**config.mk**
```make
export PLATFORM = sky130hd
export DESIGN_NAME = vema_div
export DESIGN_NICKNAME = d
export VERILOG_FILES = /design/src/hw/rtl/vema_pkg.sv /design/src/hw/rtl/vema_div.sv
export SDC_FILE = /design/constraint.sdc
export NUM_CORES = 1
export LEC_CHECK = 0
export BUFFER_PORTS_ARGS = -buffer_cell sky130_fd_sc_hd__clkbuf_2
export CAP_MARGIN = 20
export CORE_MARGIN = 1.5
export CORE_UTILIZATION = 50
export DETAILED_ROUTE_END_ITERATION = 8
export GPL_ROUTABILITY_DRIVEN = 0
export MAX_ROUTING_LAYER = met4
export PLACE_DENSITY = 0.71
export SYNTH_ARGS = -nofsm -noshare
export SYNTH_HDL_FRONTEND = slang
export SYNTH_SLANG_ARGS = --single-unit
export TNS_END_PERCENT = 1
```
**constraint.sdc**
```tcl
create_clock -name clk -period 13.2 [get_ports clk]
set_clock_uncertainty 0.2 [all_clocks]
set_input_delay 1.32 -clock clk [delete_from_list [all_inputs] [get_ports clk]]
set_output_delay 1.32 -clock clk [all_outputs]
set_load 0.03 [all_outputs]
```
**src/hw/rtl/vema_pkg.sv**
```systemverilog
// package for the velocity estimator with moving average
// shared types and constants; no dependencies
package vema_pkg;

  localparam int unsigned PosW   = 32;
  localparam int unsigned TimeW  = 20;
  localparam int unsigned WinW   = 10;
  localparam int unsigned ScaleW = 20;
  localparam logic [ScaleW-1:0] UsPerSec = 20'd1000000;

  // request to the shared divider
  typedef struct packed {
    logic        start;
    logic        neg;
    logic [63:0] num;
    logic [31:0] den;
  } div_req_t;

  typedef struct packed {
    logic        done;
    logic [63:0] quo;
  } div_rsp_t;

endpackage

```
**src/hw/rtl/vema_div.sv**
```systemverilog
// shared radix-2 restoring divider, one quotient bit per cycle
// magnitude divide with sign applied on the result; uses vema_pkg
module vema_div
  import vema_pkg::*;
(
  input  logic     clk,
  input  logic     rst,
  input  div_req_t req,
  output div_rsp_t rsp
);

  logic [63:0] num;
  logic [31:0] den;
  logic [32:0] rem;
  logic [63:0] quo;
  logic [6:0]  cnt;
  logic        busy;
  logic        neg;
  logic        done;
  logic [32:0] rem_sh;
  logic [33:0] diff;

  assign rem_sh = {rem[31:0], num[63]};
  assign diff   = {1'b0, rem_sh} - {2'b0, den};

  always_ff @(posedge clk) begin
    if (rst) begin
      busy <= 1'b0;
      done <= 1'b0;
    end else begin
      done <= 1'b0;
      if (req.start) begin
        busy <= 1'b1;
        num  <= req.num;
        den  <= req.den;
        neg  <= req.neg;
        rem  <= '0;
        quo  <= '0;
        cnt  <= 7'd0;
      end else if (busy) begin
        num <= {num[62:0], 1'b0};
        if (!diff[33]) begin
          rem <= diff[32:0];
          quo <= {quo[62:0], 1'b1};
        end else begin
          rem <= rem_sh;
          quo <= {quo[62:0], 1'b0};
        end
        cnt <= cnt + 7'd1;
        if (cnt == 7'd63) begin
          busy <= 1'b0;
          done <= 1'b1;
        end
      end
    end
  end

  assign rsp = {done, (neg ? (~quo + 64'd1) : quo)};

endmodule

```
==> results of run 1 <==
cell type report:
type | instances | area, sq um | share of cell area
antenna | 1 | 2.50 | 0.000192
clock buffer | 30 | 602 | 0.0462
clock inverter | 10 | 118 | 0.00903
inverter | 47 | 176 | 0.0135
multi-input combinational | 672 | 4820 | 0.370
sequential | 202 | 6050 | 0.464
tap | 280 | 350 | 0.0269
timing repair buffer | 173 | 915 | 0.0702
power groups by stage:
stage / combinational (uW) / clock [uW] / sequential, uW
6_report: 373 / 616 / 790
5_1_grt: 410 / 657 / 795
4_1_cts: 372 / 631 / 791
3_5_place_dp: 371 / 0 / 803
3_3_place_gp: 367 / 0 / 802
2_1_floorplan: 278 / 0 / 802
cells in the mapped netlist, types with 3 or more instances:
cell type | instances | share of area
clkbuf_1 | 35 | 0.012
o21a_1 | 9 | 0.0060
nor2b_1 | 69 | 0.039
nand2_1 | 46 | 0.015
a31oi_1 | 7 | 0.0039
o31ai_1 | 20 | 0.013
xnor2_1 | 79 | 0.062
nor3_1 | 15 | 0.0067
nor2_1 | 36 | 0.012
a21o_1 | 11 | 0.0074
nor4_1 | 7 | 0.0039
mux2_2 | 63 | 0.063
or4_1 | 7 | 0.0047
a211oi_1 | 12 | 0.0080
o41ai_1 | 6 | 0.0047
buf_1 | 9 | 0.0030
nand2b_1 | 8 | 0.0045
o21ai_0 | 56 | 0.025
and3_1 | 11 | 0.0061
a221oi_1 | 3 | 0.0023
xor2_1 | 8 | 0.0063
a211o_1 | 3 | 0.0023
or3_4 | 7 | 0.0070
o21bai_1 | 5 | 0.0034
edfxtp_1 | 200 | 0.54
or2_2 | 5 | 0.0028
or3_1 | 14 | 0.0078
nand4_1 | 8 | 0.0045
inv_1 | 47 | 0.016
o21ai_2 | 3 | 0.0023
nand3_1 | 33 | 0.015
a21oi_1 | 54 | 0.024
o211ai_1 | 8 | 0.0054
ha_1 | 34 | 0.038
critical path, cell delays in order, from the launching register on:
cell	delay, ps
edfxtp_1	460
nor4_1	530
nand3_1	220
nor4_1	600
nand3_1	370
or3_4	440
or3_4	360
o41ai_2	250
xnor2_1	160
clkbuf_2	230
registers in the layout, indices dropped and copies added (netlist names):
name	count
num	64
busy	1
neg	1
quo	64
done	1
den	32
rem	32
cnt	7
metrics by stage:
step                setup WS [ps]  std cells  cell area, sq um  power (uW)
floorplan                    3660        968             11200        1080
global placement             8360       1373             12300        1170
detailed placement           8170       1373             12300        1170
CTS                          7620       1413             13000        1790
global route                 7300       1415             13000        1860
finish                       7540       1415             13000        1780
per-layer routing:
metal	vias to the layer above	GRT usage	wire length, microns
met5	-	-	0
met4	0	0.0527	475
met3	38	0.0441	1630
met2	243	0.326	10900
met1	3795	0.287	11100
li1	3896	-	-
worst max-delay path by stage:
stage / cells after the start / end
floorplan: 3 / cnt[0]$_SDFFCE_PP0P_
global placement: 9 / rsp[59]
detailed placement: 9 / rsp[57]
CTS: 9 / rsp[57]
global route: 9 / rsp[63]
finish: 9 / rsp[57]
kinds of logic after synthesis:
family          count (synthesis)  synth area share
compound gates                212             0.121
mux                            63            0.0633
flops                         202             0.540
buf+inv                        94            0.0323
simple gates                  275             0.136
xor+xnor                       87            0.0680
fa+ha+maj                      35            0.0398
==> impl_metrics.ini, run 1 <==
[finish]
drive_gt1_frac = 0.255
nNetsFinal = 1254
final_util = 0.595
final_common_cell = edfxtp_1
mostFrequentLayoutCells = edfxtp_1, clkbuf_2, xnor2_1, nor2b_1, mux2_2
syn_to_final_growth_pct = 16.3
fillCellCount = 1861

[clock_tree]
clk_pin_slew_ps = 60
hold_buffers = 0
ctsResizeCount = 0
htree_levels = 1
cts_setup_buffers = 0
cts_tree = yes
clock_latency_ps = 520
cts-root-buf = clkbuf_16
clock-sinks = 202
cts_buffers = 23
cts_buffer_depth = 3

[sta]
setup_viol = 0
post-route-period-util = 0.429
tns_ps = 0
worst_pin_slew_ps = 882
hold_ws_ps = 298
min_period_ps = 5660
max_freq_ghz = 0.177
slew_violations = 0
rsz0062_at_grt = no
finalHoldViolCount = 0
slew_headroom = 0.412

[detailed_routing]
ant_nets = 0
wl_per_cell_microns = 17.0
dr.pass1.iters = 5
viasPerCell = 5.63
drc_errors = 0
drt-initial-drc-count = 591
drt-total-wl_mm = 24.1
vias = 7972

[synth]
synth_seq_area_share = 0.540
synth_warnings = 0
synth_cell_type_count = 57
synth_seq_cells = 202
synth_flop_cell = edfxtp_1
syn_area_sq_um = 11200
syn_area_per_cell_sq_um = 11.6
async_flop_share = 0
syn_nets = 1103
synth_cells = 968
synth-edff-count = 200

[pwr]
switching_share = 0.285
power.density_nw_per_um2 = 137
leakage_uw = 0.00490
combPwrFrac = 0.210
p_switching_uw = 508
power_frac_seq = 0.444
p_int_uw = 1270
vdd_drop_max_v = 0.000108
p_clk_frac = 0.346

[critical_path]
critPathArrivalTime_ps = 4140
reg2regPathDepth = 10
r2r-start = rem[3]$_SDFFCE_PP0P_
r2r_slack_ps = 9240
crit_path_start_kind = register
crit_path_start = quo[14]$_SDFFCE_PP0P_
worstPathRequired_ps = 11680
path_class = reg -> out
crit_fanout = 6
end_kind = primary output
timing.rr.end = rem[0]$_SDFFCE_PP0P_

[outcome]
status = completed

[hold_path]
hold_class = reg -> reg
holdPathEnd = done$_SDFF_PP0_
hold_depth = 1
hold_start = busy$_SDFF_PP0_

[floorplan]
coreArea_sq_um = 21900
io_pins = 165
rows = 54
dieHeight_microns = 153
start_util = 0.512
chipWidth_microns = 153
die_area_sq_um = 23300

[placed_design]
portBuffers = 164
dp_hpwl_mm = 16.2

[global_route]
grt_start_max_net_pins = 99
grt.total_usage = 0.211
grt_first_pass_wirelength_mm = 39.5
grt_pass1_vias = 7828
grt_overflow_total = 0
antenna_found_initial = 1

[run]
drv_cap = 0
Power figures use the tool's default switching activity.
==> run 2, diff against run 1 <==
==> constraint.sdc (replaced) <==
create_clock -name clk -period 5.7 [get_ports clk]
set_clock_uncertainty 0.2 [all_clocks]
set_input_delay 0.57 -clock clk [delete_from_list [all_inputs] [get_ports clk]]
set_output_delay 0.57 -clock clk [all_outputs]
set_load 0.03 [all_outputs]
==> run 2 against run 1 <==
Sequential power is 130% higher. Count of clock-buffer cells in the layout decreased by 3. First-iteration DRC count decreased by 8.3%. Flip-flop and latch count did not move. Utilization rose by 0.53 points. Global-route usage fell by 0.17 points. Sequential share of layout area is 0.41 points lower. Critical path type unchanged. Critical endpoint is now rsp[63].
==> impl_metrics.ini, run 2 (synthesized netlist as in run 1, its figures left out) <==
[outcome]
status = completed

[critical_path]
r2r_slack_ps = 1860
crit_path_top_delay_cell = nor4_1
r2r-start = rem[1]$_SDFFCE_PP0P_
worstPathRequired_ps = 4930
max_stage_delay_ps = 560
crit_path_start_kind = register
end_kind = primary output
crit_chain = nor4_1, nand3_1, nor4_1, nand3_1, or3_4, or3_4, o31ai_1, xnor2_1, clkbuf_2
critPathArrivalTime_ps = 4040
path_class = reg -> out
crit_path_start = quo[12]$_SDFFCE_PP0P_
crit_fanout = 7
crit_buf_inv = 1
crit_family = simple AND/OR/NAND/NOR gates

[finish]
final_util = 0.600
final_common_cell = edfxtp_1
nNetsFinal = 1253
fillCellCount = 1876
drive_gt1_frac = 0.257
mostFrequentLayoutCells = edfxtp_1, clkbuf_2, xnor2_1, nor2b_1, mux2_2
top_regs = num x64, quo x64
syn_to_final_growth_pct = 17.3
layout.cells.non_filler = 1417

[clock_tree]
htree_levels = 1
ctsResizeCount = 0
cts_buffer_depth = 3
clk_pin_slew_ps = 60
clock-sinks = 202
cts-root-buf = clkbuf_16
cts_tree = yes
cts_setup_buffers = 0
cts_buffers = 24
hold_buffers = 0
clock_latency_ps = 520

[global_route]
grt_overflow_total = 0
antenna_found_initial = 1
grt_first_pass_wirelength_mm = 39.0
grt_pass1_vias = 7807
grt.total_usage = 0.210
grt_start_max_net_pins = 112

[detailed_routing]
drt-total-wl_mm = 23.9
dr.pass1.iters = 5
vias = 7982
drc_errors = 0
wl_per_cell_microns = 16.9
viasPerCell = 5.63
ant_nets = 0
drt-initial-drc-count = 542

[run]
drv_cap = 0

[pwr]
vdd_drop_max_v = 0.000239
leakage_uw = 0.00495
p_switching_uw = 1200
combPwrFrac = 0.198
p_clk_frac = 0.381
power_frac_seq = 0.421
power.density_nw_per_um2 = 331
p_int_uw = 3150
p_total_uw = 4350
switching_share = 0.275

[sta]
min_period_ps = 4810
hold_ws_ps = 27.2
worst_pin_slew_ps = 1070
finalHoldViolCount = 0
tns_ps = 0
slew_violations = 0
rsz0062_at_grt = no
max_freq_ghz = 0.208
post-route-period-util = 0.843
slew_headroom = 0.288
setup_viol = 0

[floorplan]
start_util = 0.512
coreArea_sq_um = 21900
io_pins = 165
dieHeight_microns = 153
rows = 54
die_area_sq_um = 23300
chipWidth_microns = 153

[placed_design]
dp_hpwl_mm = 15.9
place_inst = 1372
portBuffers = 164

[hold_path]
hold_start = req[3]
hold_class = in -> reg
run 2: cell types whose count changed in the layout (fill, tap and decap cells not counted):
cell / before / now
inv_16: 1 / 0
buf_6: 1 / 0
clkbuf_16: 23 / 24
buf_12: 0 / 1
clkinv_1: 2 / 5
clkbuf_1: 7 / 3
buf_4: 8 / 7
clkinv_4: 0 / 1
clkinv_8: 0 / 1
bufinv_16: 2 / 6
clkinv_2: 3 / 2
buf_16: 1 / 0
run 2: area by class of cell:
type                       count  area [sq um]  area share
antenna                        1          2.50    0.000190
timing repair buffer         171           888      0.0676
inverter                      47           176      0.0134
clock inverter                17           249      0.0189
tap                          280           350      0.0267
clock buffer                  27           612      0.0466
sequential                   202          6050       0.460
multi-input combinational    672          4820       0.367
run 2: final timing paths:
check | cells after the start | to
worst max-delay path | 9 | rsp[63]
worst max register to register | 10 | rem[15]$_SDFFCE_PP0P_
worst min register to register | 1 | done$_SDFF_PP0_
worst min-delay path | 1 | den[3]$_DFFE_PP_
run 2: power by group through the flow:
stage / sequential [uW] / clock (uW) / combinational (uW)
after floorplan: 1840 / 0 / 643
after global placement: 1850 / 0 / 849
after detailed placement: 1860 / 0 / 859
after CTS: 1830 / 1690 / 864
after global routing: 1840 / 1740 / 950
final: 1830 / 1660 / 861
run 2: stage by stage:
stage                     setup slack, ps  instance area, sq um
after floorplan                      1630                 11200
after global placement               1610                 12300
final                                 893                 13100
after CTS                             901                 13100
after detailed placement             1480                 12300
after global routing                  545                 13100
run 2: per-layer routing:
metal | GRT usage | share of wire | vias up
li1 | - | - | 3892
met1 | 0.288 | 0.46 | 3812
met2 | 0.316 | 0.45 | 237
met3 | 0.0410 | 0.065 | 41
met4 | 0.0646 | 0.027 | 0
met5 | - | 0 | -
==> run 3, diff against run 2 <==
==> constraint.sdc (replaced) <==
create_clock -name clk -period 4.95 [get_ports clk]
set_clock_uncertainty 0.2 [all_clocks]
set_input_delay 0.495 -clock clk [delete_from_list [all_inputs] [get_ports clk]]
set_output_delay 0.495 -clock clk [all_outputs]
set_load 0.03 [all_outputs]
==> run 3 against run 2 <==
Hold slack better by 21 ps. Cell count is 2.2% higher. Routed wire length grew 1.2%. Via count up 1.6%. Flip-flop and latch count stayed put. Power increased by 9.5%. Sequential power increased by 15%. Count of clock-buffer cells in the layout down 2. Critical path depth stayed put. Register-to-register slack worse by 880 ps.
==> impl_metrics.ini, run 3 (synthesized netlist as in run 1, its figures left out) <==
[sta]
post-route-period-util = 0.935
min_period_ps = 4630
finalHoldViolCount = 0
slew_headroom = 0.286
rsz0062_at_grt = no
max_freq_ghz = 0.216
setup_viol = 0
worst_pin_slew_ps = 1070
slew_violations = 0
tns_ps = 0

[critical_path]
crit_family = simple AND/OR/NAND/NOR gates
worstPathRequired_ps = 4260
crit_chain = or4_1, nor4_2, nor3b_2, nand3_1, or3_4, or3_4, o31ai_1, xnor2_1, clkbuf_2
r2r_slack_ps = 980
critPathArrivalTime_ps = 3930
path_class = reg -> out
reg2regPathDepth = 9
crit_path_top_delay_cell = or4_1
path_common_cell = or3_4
crit_fanout = 6
crit_buf_inv = 1
r2r-start = rem[2]$_SDFFCE_PP0P_
end_kind = primary output
crit_path_start_kind = register
max_stage_delay_ps = 630
timing.rr.end = rem[24]$_SDFFCE_PP0P_

[clock_tree]
clock_latency_ps = 520
htree_levels = 1
cts_setup_buffers = 0
clock-sinks = 202
cts_buffer_depth = 3
cts_tree = yes
clk_pin_slew_ps = 60
cts_buffers = 23
cts-root-buf = clkbuf_16

[detailed_routing]
drt-initial-drc-count = 660
drc_errors = 0
ant_nets = 0
vias = 8108
dr.pass1.iters = 5
wl_per_cell_microns = 16.7
viasPerCell = 5.60
drt-total-wl_mm = 24.2

[floorplan]
start_util = 0.512
io_pins = 165
rows = 54
die_area_sq_um = 23300
dieHeight_microns = 153
chipWidth_microns = 153
coreArea_sq_um = 21900

[outcome]
status = completed

[pwr]
power.density_nw_per_um2 = 356
leakage_uw = 0.00503
vdd_drop_max_v = 0.000229

[finish]
mostFrequentLayoutCells = edfxtp_1, clkbuf_2, xnor2_1, nor2b_1, mux2_2
final_common_cell = edfxtp_1
syn_to_final_growth_pct = 19.3
fillCellCount = 1814
top_regs = num x64, quo x64
final_util = 0.611
nNetsFinal = 1287
drive_gt1_frac = 0.249

[global_route]
grt.total_usage = 0.213
grt_overflow_total = 0
grt_start_max_net_pins = 111
grt_pass1_vias = 7839
antenna_found_initial = 2
grt_first_pass_wirelength_mm = 39.5

[hold_path]
hold_start = rst
hold_class = in -> reg
holdPathEnd = done$_SDFF_PP0_
hold_depth = 2

[placed_design]
dp_hpwl_mm = 16.0
portBuffers = 164

[run]
drv_cap = 0
run 3: per-layer routing:
| layer | routed length (microns) | track usage | part of all wire |
|---|---|---|---|
| met5 | 0 | - | 0 |
| met4 | 568 | 0.0572 | 0.023 |
| met3 | 1520 | 0.0412 | 0.063 |
| met2 | 10900 | 0.321 | 0.45 |
| met1 | 11300 | 0.295 | 0.47 |
run 3: how the worst max path moves through the flow:
stage / cells past startpoint / slack, ps / start / endpoint
after detailed placement: 9 / 840 / quo[22]$_SDFFCE_PP0P_ / rsp[59]
after global routing: 9 / 10 / quo[22]$_SDFFCE_PP0P_ / rsp[63]
after global placement: 9 / 930 / quo[22]$_SDFFCE_PP0P_ / rsp[63]
final: 9 / 320 / quo[22]$_SDFFCE_PP0P_ / rsp[59]
after CTS: 9 / 280 / quo[22]$_SDFFCE_PP0P_ / rsp[59]
after floorplan: 3 / 950 / req[97] / cnt[0]$_SDFFCE_PP0P_
run 3: timing repair:
item                                    CTS  global route
hold buffers                             33             0
endpoints found under the setup margin    0             4
hold endpoints to repair                 33             0
resized for setup                         0             1
run 3: power breakdown:
group,internal [uW],switching (uW),leakage [uW]
logic,405,609,0.00274
clock network,957,680,0.000342
registers,2040,72.4,0.00195
total,3400,1360,0.00503
run 3: cell type report:
type                       count  area [sq um]  share of cell area
inverter                      47           176              0.0132
clock buffer                  25           583              0.0436
timing repair buffer         206          1250              0.0932
multi-input combinational    672          4820               0.361
antenna                        2          5.00            0.000374
sequential                   202          6050               0.452
tap                          280           350              0.0262
clock inverter                14           139              0.0104
run 3: metrics by stage:
step | hold WS [ps] | setup WS [ps] | cells | power, uW | cell area [sq um]
4_1_cts | 35.2 | 277 | 1445 | 4810 | 13300
3_3_place_gp | 271 | 935 | 1373 | 3120 | 12300
5_1_grt | 45.1 | 10.3 | 1448 | 4980 | 13400
3_5_place_dp | 285 | 837 | 1373 | 3130 | 12300
2_1_floorplan | 260 | 951 | 968 | 2860 | 11200
6_report | 48.6 | 321 | 1448 | 4760 | 13400
run 3: worst reg2reg max path: cells and delay by family (launching register included):
| kind | cells | cell delay (ps) |
|---|---|---|
| AND/OR/NAND/NOR | 2 | 350 |
| AO/OA/AOI/OAI | 6 | 2390 |
| flip-flops | 1 | 390 |
| adder cells (fa/ha/maj) | 1 | 370 |
